File: src/sv/arcdir_pkg.sv
`default_nettype none

package arcdir_pkg;

  localparam int unsigned EntryBytes = 48;
  localparam int unsigned CountLimit = 200000;

  localparam int unsigned VersionW   = 16;
  localparam int unsigned OffsetW    = 32;
  localparam int unsigned CountW     = 18;
  localparam int unsigned LengthW    = 32;
  localparam int unsigned KeyW       = 16;
  localparam int unsigned PosW       = 6;
  localparam int unsigned StatusW    = 3;
  localparam int unsigned CfgIdxW    = 3;
  localparam int unsigned CfgDataW   = 32;

  // Packed result payload: 213 field bits, padded to 27 bytes.
  localparam int unsigned OutDataW   = 216;

  // Version high bytes
  localparam logic [7:0] VerPlain     = 8'h02;
  localparam logic [7:0] VerEncrypted = 8'h03;
  localparam logic [VersionW-1:0] VersionReset = 16'h0300;

  // Configuration register indexes
  localparam logic [CfgIdxW-1:0] RegVersion   = 3'd0;
  localparam logic [CfgIdxW-1:0] RegDirOffset = 3'd1;
  localparam logic [CfgIdxW-1:0] RegCount     = 3'd2;
  localparam logic [CfgIdxW-1:0] RegFileLen   = 3'd3;

  // Entry byte positions
  localparam logic [PosW-1:0] PosOffsetLo = 6'd16;
  localparam logic [PosW-1:0] PosOffsetHi = 6'd19;
  localparam logic [PosW-1:0] PosSizeLo   = 6'd20;
  localparam logic [PosW-1:0] PosSizeHi   = 6'd23;
  localparam logic [PosW-1:0] PosFlags    = 6'd32;
  localparam logic [PosW-1:0] PosTypeLo   = 6'd33;
  localparam logic [PosW-1:0] PosTypeHi   = 6'd35;
  localparam logic [PosW-1:0] PosNameLo   = 6'd36;
  localparam logic [PosW-1:0] PosNameHi   = 6'd43;
  localparam logic [PosW-1:0] PosIdLo     = 6'd44;
  localparam logic [PosW-1:0] PosIdHi     = 6'd46;
  localparam logic [PosW-1:0] PosLast     = 6'(EntryBytes - 1);

  // Status codes
  localparam logic [StatusW-1:0] StatOk         = 3'd0;
  localparam logic [StatusW-1:0] StatBadVersion = 3'd1;
  localparam logic [StatusW-1:0] StatBadCount   = 3'd2;
  localparam logic [StatusW-1:0] StatDirOutside = 3'd3;
  localparam logic [StatusW-1:0] StatResOutside = 3'd4;

  // Start key: low 16 bits of offset * (version low byte + 1)
  function automatic logic [KeyW-1:0] start_key(input logic [VersionW-1:0] ver,
                                                input logic [OffsetW-1:0]  off);
    logic [KeyW+8:0] prod;
    prod = off[KeyW-1:0] * ({1'b0, ver[7:0]} + 9'd1);
    return prod[KeyW-1:0];
  endfunction

endpackage

`default_nettype wire

File: src/sv/archive_directory_decoder_core.sv
`default_nettype none

// Latency: the result of an entry is valid in the cycle after its 48th byte beat.
// Throughput: one directory byte per cycle; the byte loop is a single registered pass
//   (decrypt, capture shift, position counter), one result beat per 48 byte beats.
// A byte that would close an entry waits only while the previous result is still held.
// Reset (rst_ni low, asynchronous): counters clear, version reads 0x0300, other
//   configuration registers 0, rolling key 0. A write to a mapped index restarts the directory.
module archive_directory_decoder_core
  import arcdir_pkg::*;
(
  input  wire                 clk_i,
  input  wire                 rst_ni,

  // Configuration write channel
  input  wire                 cfg_valid_i,
  output logic                cfg_ready_o,
  input  wire [CfgIdxW-1:0]   cfg_index_i,
  input  wire [CfgDataW-1:0]  cfg_data_i,

  // Byte stream in
  input  wire                 s_axis_tvalid,
  output logic                s_axis_tready,
  input  wire [7:0]           s_axis_tdata,   // [7:0] dir_byte

  // Entry stream out
  output logic                m_axis_tvalid,
  input  wire                 m_axis_tready,
  // [17:0] entry_index, [49:18] resource_offset, [81:50] resource_size,
  // [89:82] entry_flags, [113:90] type_chars, [177:114] name_chars,
  // [209:178] resource_id, [212:210] status, [215:213] zero
  output logic [OutDataW-1:0] m_axis_tdata,
  output logic                m_axis_tlast    // last_entry
);

  // Configuration registers
  logic [VersionW-1:0] version_q, version_d;
  logic [OffsetW-1:0]  dir_off_q, dir_off_d;
  logic [CountW-1:0]   count_q, count_d;
  logic [LengthW-1:0]  arc_len_q, arc_len_d;
  logic                cfg_hit;

  // Directory walk state
  logic [PosW-1:0]     pos_q;
  logic [KeyW-1:0]     key_q;
  logic [CountW-1:0]   done_q;

  // Capture shifters (fully rewritten inside each entry, no reset)
  logic [31:0]         offset_q;
  logic [31:0]         size_q;
  logic [7:0]          flags_q;
  logic [23:0]         type_q;
  logic [63:0]         name_q;
  logic [23:0]         id_q;

  // Result register
  logic                out_valid_q;
  logic [OutDataW-1:0] out_data_q;
  logic                out_last_q;

  logic                active;
  logic                closing;
  logic                accept;
  logic                emit;
  logic [7:0]          plain_byte;
  logic [7:0]          ver_hi;
  logic                supported;
  logic [OffsetW:0]    dir_end;
  logic [32:0]         res_end;
  logic [StatusW-1:0]  status;
  logic [23:0]         dir_bytes;

  assign cfg_ready_o = 1'b1;

  always_comb begin
    version_d = version_q;
    dir_off_d = dir_off_q;
    count_d   = count_q;
    arc_len_d = arc_len_q;
    cfg_hit   = 1'b0;
    if (cfg_valid_i) begin
      unique case (cfg_index_i)
        RegVersion: begin
          version_d = cfg_data_i[VersionW-1:0];
          cfg_hit   = 1'b1;
        end
        RegDirOffset: begin
          dir_off_d = cfg_data_i[OffsetW-1:0];
          cfg_hit   = 1'b1;
        end
        RegCount: begin
          count_d = cfg_data_i[CountW-1:0];
          cfg_hit = 1'b1;
        end
        RegFileLen: begin
          arc_len_d = cfg_data_i[LengthW-1:0];
          cfg_hit   = 1'b1;
        end
        default: begin
          cfg_hit = 1'b0;   // unmapped index: drop the write
        end
      endcase
    end
  end

  // Bytes past the last entry are taken and dropped.
  assign active  = (done_q < count_q);
  assign closing = active && (pos_q == PosLast);
  // Hold only the closing byte while the previous result still waits.
  assign s_axis_tready = !closing || !out_valid_q || m_axis_tready;
  assign accept  = s_axis_tvalid && s_axis_tready;
  assign emit    = accept && closing;

  assign ver_hi     = version_q[15:8];
  assign supported  = (ver_hi == VerPlain) || (ver_hi == VerEncrypted);
  assign plain_byte = (ver_hi == VerEncrypted) ? (s_axis_tdata ^ key_q[8:1]) : s_axis_tdata;

  // Bounds, computed one bit wider so nothing wraps
  assign dir_bytes = {1'b0, count_q, 5'b0} + {2'b0, count_q, 4'b0};
  assign dir_end   = {1'b0, dir_off_q} + {9'b0, dir_bytes};
  assign res_end   = {1'b0, offset_q} + {1'b0, size_q};

  always_comb begin
    if (!supported) begin
      status = StatBadVersion;
    end else if (count_q > CountW'(CountLimit)) begin
      status = StatBadCount;
    end else if (dir_end > {1'b0, arc_len_q}) begin
      status = StatDirOutside;
    end else if (res_end > {1'b0, arc_len_q}) begin
      status = StatResOutside;
    end else begin
      status = StatOk;
    end
  end

  always_ff @(posedge clk_i or negedge rst_ni) begin
    if (!rst_ni) begin
      version_q <= VersionReset;
      dir_off_q <= '0;
      count_q   <= '0;
      arc_len_q <= '0;
      pos_q     <= '0;
      key_q     <= start_key(VersionReset, '0);
      done_q    <= '0;
    end else if (cfg_hit) begin
      // Restart the directory from the new register values.
      version_q <= version_d;
      dir_off_q <= dir_off_d;
      count_q   <= count_d;
      arc_len_q <= arc_len_d;
      pos_q     <= '0;
      key_q     <= start_key(version_d, dir_off_d);
      done_q    <= '0;
    end else if (accept && active) begin
      key_q <= key_q + KeyW'(1);
      if (closing) begin
        pos_q  <= '0;
        done_q <= done_q + CountW'(1);
      end else begin
        pos_q <= pos_q + PosW'(1);
      end
    end
  end

  // Shift each field in, first byte ending up in the low bits.
  always_ff @(posedge clk_i) begin
    if (accept && active) begin
      if (pos_q >= PosOffsetLo && pos_q <= PosOffsetHi) begin
        offset_q <= {plain_byte, offset_q[31:8]};
      end else if (pos_q >= PosSizeLo && pos_q <= PosSizeHi) begin
        size_q <= {plain_byte, size_q[31:8]};
      end else if (pos_q == PosFlags) begin
        flags_q <= plain_byte;
      end else if (pos_q >= PosTypeLo && pos_q <= PosTypeHi) begin
        type_q <= {plain_byte, type_q[23:8]};
      end else if (pos_q >= PosNameLo && pos_q <= PosNameHi) begin
        name_q <= {plain_byte, name_q[63:8]};
      end else if (pos_q >= PosIdLo && pos_q <= PosIdHi) begin
        id_q <= {plain_byte, id_q[23:8]};
      end
    end
  end

  always_ff @(posedge clk_i or negedge rst_ni) begin
    if (!rst_ni) begin
      out_valid_q <= 1'b0;
    end else if (emit) begin
      out_valid_q <= 1'b1;
    end else if (m_axis_tready) begin
      out_valid_q <= 1'b0;
    end
  end

  always_ff @(posedge clk_i) begin
    if (emit) begin
      out_data_q <= {3'b0, status, plain_byte, id_q, name_q, type_q, flags_q,
                     size_q, offset_q, done_q};
      out_last_q <= ({1'b0, done_q} + 19'd1) == {1'b0, count_q};
    end
  end

  assign m_axis_tvalid = out_valid_q;
  assign m_axis_tdata  = out_data_q;
  assign m_axis_tlast  = out_last_q;

  // The entry counter never runs past the configured count.
  assert property (@(posedge clk_i) disable iff (!rst_ni) done_q <= count_q)
    else $error("entry counter passed entry count");

  // Byte position stays inside one entry.
  assert property (@(posedge clk_i) disable iff (!rst_ni) pos_q <= PosLast)
    else $error("byte position out of entry");

  // A closing byte loads a new result and returns the byte position to 0.
  assert property (@(posedge clk_i) disable iff (!rst_ni)
                   (emit && !cfg_hit) |=> (out_valid_q && pos_q == '0))
    else $error("result not loaded after closing byte");

  // A result never gets overwritten while it waits.
  assert property (@(posedge clk_i) disable iff (!rst_ni)
                   (out_valid_q && !m_axis_tready) |-> !emit)
    else $error("pending result overwritten");

  // Last flag marks the entry at count minus one.
  assert property (@(posedge clk_i) disable iff (!rst_ni)
                   (out_valid_q && out_last_q) |->
                   (({1'b0, out_data_q[CountW-1:0]} + 19'd1) == {1'b0, count_q}))
    else $error("last flag on wrong entry");

endmodule

`default_nettype wire

File: config.mk
export PLATFORM = sky130hd
export DESIGN_NAME = archive_directory_decoder_core
export DESIGN_NICKNAME = d
export VERILOG_FILES = /design/src/sv/arcdir_pkg.sv /design/src/sv/archive_directory_decoder_core.sv
export SDC_FILE = /design/constraint.sdc
export NUM_CORES = 1
export LEC_CHECK = 0
export BUFFER_PORTS_ARGS = -buffer_cell sky130_fd_sc_hd__buf_4
export CAP_MARGIN = 40
export CORE_MARGIN = 4
export CORE_UTILIZATION = 40
export DETAILED_ROUTE_END_ITERATION = 10
export PLACE_DENSITY = 0.71
export SLEW_MARGIN = 20
export SYNTH_ARGS = -nofsm -noshare
export SYNTH_HDL_FRONTEND = slang
export SYNTH_SLANG_ARGS = --single-unit
File: constraint.sdc
create_clock -name clk_i -period 10.77 [get_ports clk_i]
set_clock_uncertainty 0.1 [all_clocks]
set_input_delay 2.6925 -clock clk_i [delete_from_list [all_inputs] [get_ports clk_i]]
set_output_delay 2.6925 -clock clk_i [all_outputs]
set_load 0.005 [all_outputs]
==> metrics, run 1 <==
most common cell in the synthesized netlist=edfxtp_1; die width=255 um; DR WL/cell=20.3 um; IO Port Bufs=between 200 and 300; TritonCTS clock tree=yes; leading area contributor after synthesis=edfxtp_1; CTS Buf Count=54; ys flop type=edfxtp_1; HP Class=reg -> reg; WL met3=2910 um; status=complete, no violations; postcts setup bufs=0; all-layer global routing usage=0.178; drt first-iter violations=1123; Placed Cells incl. Taps=2812; Resized cells post-CTS=0; Clock power frac=0.326; Syn Area/Cell=13.8 um^2; sequential element share of the synthesized area=0.623; Top Layer Used=met4; Detail Placement HPWL=between 40000 and 50000 um; Post-Syn Area=0.0245 mm^2; Synth Instances=between 1500 and 2000; total of max-cap violations=0; final setup TNS=0 ns; FILL cells=roughly 5200; die height=255 um; Met2 Routed Length=29700 um; final std cells w/o fill=about 2900; Final Critical Period=8.37 ns; #FFs+latches synth=530; Critical Setup Path Class=in -> reg; Worst-Margin Slew=1.16 ns; final setup fails=0; antenna violations before repair=0; Final period util=0.777; ys async rst share=0.249; DRT Pass-1 Iters=5; first-pass GRT wire length=91300 um; vias per cell=5.21; yosys warns=0; post-layout util=0.489; DR DRC count=0; CTS clk-pin slew, worst paths=0.07 ns; Max Clock Freq=119 MHz; VDD IR-drop max=154 uV; Comb power frac=0.279; Netlist cell types=80; num rows=90; layout cells sized above 1=0.229; relative slew slack=0.224; Setup crit end kind=flip-flop; sequential power share=0.395; Crit path largest cell delay=0.83 ns; met1 WL=25300 um; Crit-path slowest cell=or4b_1; nets@finish=2330; Synth top cells by count=edfxtp_1, ha_1, nand2_1, dfrtp_1, inv_1; P per Cell Area=204 mW/mm^2; largest net degree at the start of global routing=around 190; CP Launch Type=input pin; Sink Count=530; Internal Pwr Total=about 4.2 mW; GPL Wtd Cong=0.887; Post-synth EDFFs=~400; Sw Share=0.302; CP Cell Sequence=buf_4, or4b_1, mux2i_4, inv_1, ha_1, nand3_1, nor2_1, o21bai_1, xnor2_1, and2b_1, fa_1, fa_1, inv_1, fa_1, fa_1, inv_1, ha_1, a21oi_1, xnor2_1, xnor2_1, xnor2_1, xnor3_1, mux2i_1; clock latency at the later pin of the worst-skew pair=0.63 ns; Area contributors post-synth=edfxtp_1, dfrtp_1, ha_1; Worst Path Max Fanout=15; routed wire length=between 50000 and 60000 um; Layout area overhead=20.8%; RSZ-0062 raised after global routing=false; crit path DAT=8.77 ns; hold_ws=approximately 0.31 ns; CTS root buffer=clkbuf_16; required time of the critical path=11.17 ns; grt total ovfl=0; Hold Buf Count CTS=0; core footprint=slightly above 0.06 mm^2; starting density of the core=0.405; Synth top area share=0.488; Max Root-Sink Buffers=3; Switching Power=approximately 1.8 mW; CTS H-Tree Depth=2; DIE AREA=0.0652 mm^2; DR vias=15200; Final Max Slew Viols=0; number of top-level pins=268; Lkg Pwr=~12 nW; Hold Vio Cnt, Final=0; number of global-route vias before repair=15300; DRT antenna net count=0
path summary, 6_finish.rpt:
path                                      from           endpoint  slack [ns]  depth (start not counted)
worst max register to register     count_q[10]  m_axis_tdata[212]        4.60                         18
max in group asynchronous               rst_ni       version_q[8]        7.40                          4
worst min register to register         id_q[0]  m_axis_tdata[178]        0.31                          0
worst min-delay path                   id_q[0]  m_axis_tdata[178]        0.31                          0
worst max-delay path            cfg_index_i[1]           key_q[8]        2.40                         23
min in group asynchronous               rst_ni      m_axis_tvalid        1.91                          1
routing by layer:
metal | GRT usage | up-vias
met5 | 0 | -
met4 | 0.0458 | 0
met3 | 0.0347 | 83
met2 | 0.307 | 388
met1 | 0.233 | 7592
li1 | - | 7130
flip-flops by register name, summed over array words and instances, names as in the netlist, named ones only:
| name | cells |
|---|---|
| done_q | 18 |
| pos_q | 6 |
| type_q | 24 |
| dir_off_q | 25 |
| m_axis_tdata | 213 |
| key_q | 9 |
| arc_len_q | 32 |
| name_q | 64 |
| version_q | 16 |
| size_q | 32 |
| offset_q | 32 |
| m_axis_tlast | 1 |
| count_q | 18 |
| flags_q | 8 |
| m_axis_tvalid | 1 |
| id_q | 24 |
power by group through the flow:
stage,Clock [mW],Combinational [mW],Sequential (mW)
finish,1.97,1.68,2.38
detailed placement,0,1.68,2.42
global route,2.11,1.93,2.40
floorplan,0,1.30,2.39
CTS,2.02,1.69,2.38
global placement,0,1.63,2.42
worst max-delay path: cells and delay by family:
| family | cells | cell delay [ns] |
|---|---|---|
| fa+ha+maj | 6 | 2.54 |
| mux | 2 | 0.57 |
| simple gates | 4 | 1.22 |
| xor+xnor | 5 | 1.05 |
| compound gates | 2 | 0.34 |
| buf+inv | 4 | 0.33 |
logic make-up after synthesis:
group | after synthesis | share of synthesized area
other | 2 | 0.000307
and+or+nand+nor | 415 | 0.0842
xor gates and xnor gates | 136 | 0.0498
AOI/OAI and AO/OA | 267 | 0.0716
muxes | 76 | 0.0351
DFF | 530 | 0.623
adders and majority gates | 194 | 0.110
buffers and inverters | 160 | 0.0255
per-stage QoR:
step	setup WS (ns)	cell area, um^2	power (mW)
after global placement	1.80	27500	4.05
after global routing	1.93	29600	6.44
after floorplan	2.00	24500	3.69
final	2.40	29600	6.03
after CTS	2.41	29500	6.10
after detailed placement	1.78	27600	4.10
cells in the final DEF, fill, tap and decap left out, types with 9 or more instances in the layout:
cell,n
a21o_1,43
a21oi_1,54
a31oi_1,13
and3_1,14
buf_4,281
clkbuf_1,11
clkbuf_16,54
dfrtp_1,130
edfxtp_1,398
fa_1,37
ha_1,157
inv_1,120
mux2_2,66
nand2_1,142
nand2b_1,15
nand3_1,32
nand4_1,27
nor2_1,75
nor2b_1,15
nor3_1,15
nor4_1,28
o21a_1,16
o21ai_0,70
o21bai_1,9
xnor2_1,105
xor2_1,24
cell type report:
type                            instances  area [um^2]  area share
Sequential cell                       530        15300       0.516
Multi-Input combinational cell       1092         8720       0.295
Timing Repair Buffer                  290         2280      0.0770
Clock buffer                           68         1430      0.0485
Tap cell                              782          978      0.0331
Clock inverter                         34          469      0.0159
Inverter                              120          450      0.0152
Antenna cell                            2         5.00    0.000169
No activity file was read; power rests on OpenSTA's default activity.
==> run 2, diff against run 1 <==
ABC_AREA = 1   (was not set)
clock period = 7.5 ns   (was 10.77 ns; I/O delays follow)
==> metrics, run 2 <==
largest net degree at the start of global routing=94 (-49%); worst hold path depth=0 (unchanged); leading area contributor after synthesis=edfxtp_1; commonest non-fill, non-tap cell in the layout=edfxtp_1; n_diodes=0 (-2); relative slew slack=0.450 (+0.226); final std cells w/o fill=3344 (+15%); Final Critical Period=6.58 ns; Total Power=8.77 mW (+45%); drt first-iter violations=1291 (+15%); DR WL/cell=19.2 um (-5.4%); vias per cell=5.08 (-2.5%); number of top-level pins=268 (unchanged); DR DRC count=0 (unchanged); Area contributors post-synth=edfxtp_1, dfrtp_1, ha_1; Resized cells post-CTS=0 (unchanged); core footprint=0.0616 mm^2 (+1.9%); clock latency at the later pin of the worst-skew pair=0.62 ns (about the same); hold path startpoint=flags_q[4]; DRT antenna net count=0 (unchanged); DIE AREA=0.0662 mm^2 (+1.4%); Post-Syn Area=0.0249 mm^2 (+1.5%); Hold Path Sink=m_axis_tdata[86]; crit path DAT=7.02 ns (-1.75 ns); sequential element share of the synthesized area=0.614 (-0.00907); total of max-cap violations=0 (unchanged); IO Port Bufs=263 (unchanged); Syn Area/Cell=11.6 um^2 (-16%); all-layer global routing usage=0.192 (+0.0142); DR vias=17000 (+12%); required time of the critical path=7.93 ns (-3.24 ns); num rows=91 (+1.1%); Synth top area share=0.481 (-0.00710); postcts setup bufs=0 (unchanged); Lkg Pwr=12.6 nW (+7.1%); Hold Vio Cnt, Final=0 (unchanged); Worst path most repeated cell=nand2_1; layout cells sized above 1=0.173 (-0.0560); R2R Setup Slk=2.33 ns (-2.27 ns); CTS H-Tree Depth=2 (unchanged); Crit path largest cell delay=0.58 ns (-0.25 ns); Worst Path Max Fanout=24 (+9); final setup TNS=0 ns (unchanged); P per Cell Area=293 mW/mm^2 (+44%); ys flop type=edfxtp_1; starting density of the core=0.403 (-0.00154); Post-synth EDFFs=398 (unchanged); CTS Buf Count=55 (+1.9%); Hold Buf Count CTS=0 (unchanged); number of global-route vias before repair=17300 (+13%); Setup crit end kind=flip-flop; RR Endpoint=m_axis_tdata[210]; die width=257 um (+0.71%); CTS root buffer=clkbuf_16; antenna violations before repair=5 (+5); cell area after layout=0.0299 mm^2 (+1.1%); ys async rst share=0.249 (unchanged); Placed Area=0.0281 mm^2 (+1.5%); Reg2Reg Depth=21 (+3); GPL Wtd Cong=0.929 (+4.7%); Layout area overhead=20.4%; grt total ovfl=0 (unchanged); final setup fails=0 (unchanged); Sink Count=530 (unchanged); most common cell in the synthesized netlist=edfxtp_1; status=complete, no violations; hold_ws=0.315 ns (+0.00271 ns); yosys warns=0 (unchanged); VDD IR-drop max=173 uV (+13%); Placed Cells incl. Taps=3238 (+15%); Max Clock Freq=about 150 MHz; worst r2r src=count_q[1]; max reg flops=213 (unchanged); routed wire length=64300 um (+8.4%); CTS clk-pin slew, worst paths=0.06 ns (about the same); Worst-Margin Slew=0.821 ns (-0.343 ns); TritonCTS clock tree=yes; Netlist cell types=54 (-33%); RSZ-0062 raised after global routing=false; #FFs+latches synth=530 (unchanged); die height=257 um (+0.71%); DRT Pass-1 Iters=5 (unchanged); Crit-path slowest cell=fa_1; Max Root-Sink Buffers=3 (unchanged); Final Max Slew Viols=0 (unchanged); HP Class=reg -> reg; Final period util=0.878; Detail Placement HPWL=48600 um (+10%); Critical Setup Path Class=in -> reg; nets@finish=2705 (+16%); Synth Instances=2146 (+21%); commonest cells after routing, fill and taps aside=edfxtp_1, nand2_1, buf_4, inv_1, ha_1; CP Launch Type=input pin; Synth top cells by count=edfxtp_1, nand2_1, inv_1, ha_1, o21ai_0; first-pass GRT wire length=100000 um (+9.6%)
[run 2: cells by family (layout without fill, tap and decap cells)]
family / count (synthesis) / after routing / share of synthesized area
AO/OA/AOI/OAI: 317 / 317 / 0.0704
XOR/XNOR: 91 / 91 / 0.0326
adder cells (fa/ha/maj): 195 / 195 / 0.109
buffers and inverters: 296 / 655 / 0.0469
flip-flops: 530 / 530 / 0.614
other: 2 / 4 / 0.000302
AND/OR/NAND/NOR: 715 / 715 / 0.126
[run 2: metal layers]
metal	vias up	wire length, um	global-route usage
met3	113	3230	0.0339
met1	8289	27400	0.249
li1	8091	-	-
met5	-	7	0
met2	480	31600	0.330
met4	2	2100	0.0632
[run 2: how the worst max path moves through the flow]
stage	endpoint	from	depth (start not counted)
2_1_floorplan	key_q[8]	cfg_valid_i	30
3_3_place_gp	key_q[8]	cfg_valid_i	29
3_5_place_dp	key_q[8]	cfg_valid_i	29
4_1_cts	key_q[8]	cfg_valid_i	29
5_1_grt	key_q[8]	cfg_valid_i	30
6_report	key_q[8]	cfg_valid_i	29
[run 2: final cells by class]
type	count	area [um^2]
Tap cell	837	1050
Clock buffer	65	1440
Sequential cell	530	15300
Fill cell	5431	31700
Clock inverter	37	355
Multi-Input combinational cell	1322	8510
Inverter	260	976
Timing Repair Buffer	293	2340
[run 2: worst max-delay path: cells and delay by family]
family                   cells  cell delay, ns
AO/OA/AOI/OAI                3            0.48
adder cells (fa/ha/maj)      6            2.70
buffers and inverters        7            0.44
AND/OR/NAND/NOR             13            1.53
[run 2: metrics by stage]
stage               setup WS, ns   util
floorplan                  0.976      -
CTS                        0.934  0.485
detailed placement         0.321  0.456
global placement           0.357  0.453
finish                     0.917  0.486
global route               0.531  0.486
[run 2: where the power goes]
group / switching [mW] / internal [mW]
Clock: 1.17 / 1.52
Combinational: 1.55 / 1.00
Sequential: 0.220 / 3.31
==> run 3, diff against run 2 <==
GPL_TIMING_DRIVEN = 0   (was not set)
==> metrics, run 3 (same netlist as run 2, synthesis figures left out) <==
layout cells sized above 1=0.175 (+0.00229); RSZ-0062 raised after global routing=false; Critical Setup Path Class=in -> reg; die width=257 um (unchanged); Setup crit end kind=flip-flop; DR DRC count=0 (unchanged); DRT Pass-1 Iters=7 (+2); worst hold path depth=0 (unchanged); Worst Path Max Fanout=10 (-58%); worst r2r src=version_q[0]; commonest cells after routing, fill and taps aside=edfxtp_1, nand2_1, buf_4, inv_1, ha_1; n_diodes=0 (unchanged); first-pass GRT wire length=99700 um (-0.43%); Max Clock Freq=149 MHz (-2.1%); DR vias=17100 (+1.0%); Setup crit start=cfg_valid_i; CTS H-Tree Depth=2 (unchanged); Hold Vio Cnt, Final=0 (unchanged); Resized cells post-CTS=0 (unchanged); Worst-Margin Slew=0.857 ns (+0.0359 ns); postcts setup bufs=0 (unchanged); RR Endpoint=key_q[8]; pre-CTS setup slack=0.0676 ns (-0.254 ns); all-layer global routing usage=0.193 (about the same); largest net degree at the start of global routing=77 (-18%); drt first-iter violations=1154 (-11%); post-layout util=0.489 (+0.00349); Detail Placement HPWL=49300 um (+1.6%); DRT antenna net count=0 (unchanged); Sink Count=530 (unchanged); IO Port Bufs=263 (unchanged); relative slew slack=0.426 (-0.0240); nets@finish=2734 (+1.1%); Lkg Pwr=12.7 nW (+0.90%); VDD IR-drop max=180 uV (+4.0%); grt total ovfl=0 (unchanged); Reg2Reg Depth=23 (+9.5%); max reg flops=213 (unchanged); P per Cell Area=290 mW/mm^2 (-1.1%); GPL Wtd Cong=0.927 (-0.28%); num rows=91 (unchanged); HP Class=reg -> reg; Hold Buf Count CTS=0 (unchanged); Max Root-Sink Buffers=3 (unchanged); Comb power frac=0.294 (+0.003); Layout area overhead=21.3%; hold path startpoint=flags_q[3]; routed wire length=64400 um (+0.15%); final setup fails=0 (unchanged); Total Power=8.74 mW (-0.38%); R2R Setup Slk=2.07 ns (-0.26 ns); TritonCTS clock tree=yes; Internal Pwr Total=5.77 mW (-1.1%); final setup TNS=0 ns (unchanged); starting density of the core=0.403 (unchanged); number of top-level pins=268 (unchanged); Switching Power=2.97 mW (+1.1%); required time of the critical path=7.96 ns (+0.03 ns); antenna violations before repair=1 (-4); core footprint=0.0616 mm^2 (unchanged); die height=257 um (unchanged); commonest non-fill, non-tap cell in the layout=edfxtp_1; DIE AREA=0.0662 mm^2 (unchanged); Final Critical Period=6.72 ns (+0.141 ns); status=complete, no violations; crit path DAT=7.18 ns (+0.16 ns); DR WL/cell=19.1 um (-0.74%); CTS clk-pin slew, worst paths=0.06 ns (about the same); final setup margin=0.775 ns (-0.141 ns); clock latency at the later pin of the worst-skew pair=0.63 ns (about the same); number of global-route vias before repair=17300 (-0.46%); Final period util=0.897 (+0.0189); CTS Buf Count=55 (unchanged); sequential power share=0.403 (about the same); Hold Path Sink=m_axis_tdata[85]; total of max-cap violations=0 (unchanged); Clock power frac=0.303 (-0.003); CP Launch Type=input pin; CTS root buffer=clkbuf_16; vias per cell=5.08 (+0.13%); Sw Share=0.340 (+0.00485); Final Max Slew Viols=0 (unchanged)
[run 3: cell types whose count changed in the layout (fill, tap and decap cells not counted), moves of 3 or more]
cell and change:
buf_4 -10, clkinv_1 -4, clkinv_2 +7, clkbuf_1 +20, buf_6 +3, buf_1 +3
buf_12 +3, nor2_2 -3, buf_2 +8, buf_16 +4
[run 3: worst max-delay path: stages]
cell     delay, ns
buf_4         0.09
inv_1         0.08
nor2_8        0.15
nand2_4       0.07
buf_6         0.14
nand2_1       0.09
nand2_2       0.08
ha_1          0.31
buf_1         0.31
nand2_1       0.13
fa_1          0.52
inv_1         0.07
fa_1          0.51
inv_1         0.05
fa_1          0.48
fa_1          0.57
inv_1         0.04
ha_1          0.33
a21o_1        0.17
a31oi_1       0.30
nand4_1       0.17
nand2_1       0.11
nand2_1       0.07
inv_1         0.05
nor2_1        0.03
nand2_1       0.05
nand3_1       0.16
a21oi_2       0.16
[run 3: how the worst max path moves through the flow]
| stage | endpoint | slack [ns] | cells past startpoint |
|---|---|---|---|
| after floorplan | key_q[8] | 0.98 | 30 |
| after global placement | offset_q[9] | -0.44 | 5 |
| after detailed placement | key_q[8] | 0.07 | 28 |
| after CTS | key_q[8] | 0.74 | 30 |
| after global routing | key_q[8] | 0.44 | 28 |
| final | key_q[8] | 0.78 | 28 |
[run 3: layout make-up]
cell class                 instances  area [um^2]
clock buffer                      67         1440
inverter                         260          976
fill                            5404        31500
timing repair buffer             286         2390
clock inverter                    36          310
buffer                            36          189
tap                              837         1050
multi-input combinational       1322         8530
sequential                       530        15300
[run 3: through the flow]
stage,std cells,area (um^2),hold slack (ns)
after global placement,3248,27900,0.301
after CTS,3373,30100,0.315
after floorplan,2148,24900,0.300
after global routing,3374,30100,0.316
final,3374,30100,0.314
after detailed placement,3270,28400,0.305
[run 3: metal layers]
metal | vias up | wire [um] | share of wire | track usage
li1 | 8150 | - | - | -
met1 | 8403 | 27300 | 0.42 | 0.252
met2 | 479 | 31000 | 0.48 | 0.323
met3 | 117 | 3790 | 0.059 | 0.0374
met4 | 0 | 2240 | 0.035 | 0.0656
met5 | - | 0 | 0 | 0
[run 3: power groups by stage]
stage,Combinational (mW),Clock (mW),Sequential [mW]
CTS,2.57,2.70,3.52
detailed placement,2.55,0,3.58
global placement,2.47,0,3.57
global route,2.98,2.83,3.55
finish,2.57,2.64,3.53
floorplan,1.93,0,3.50
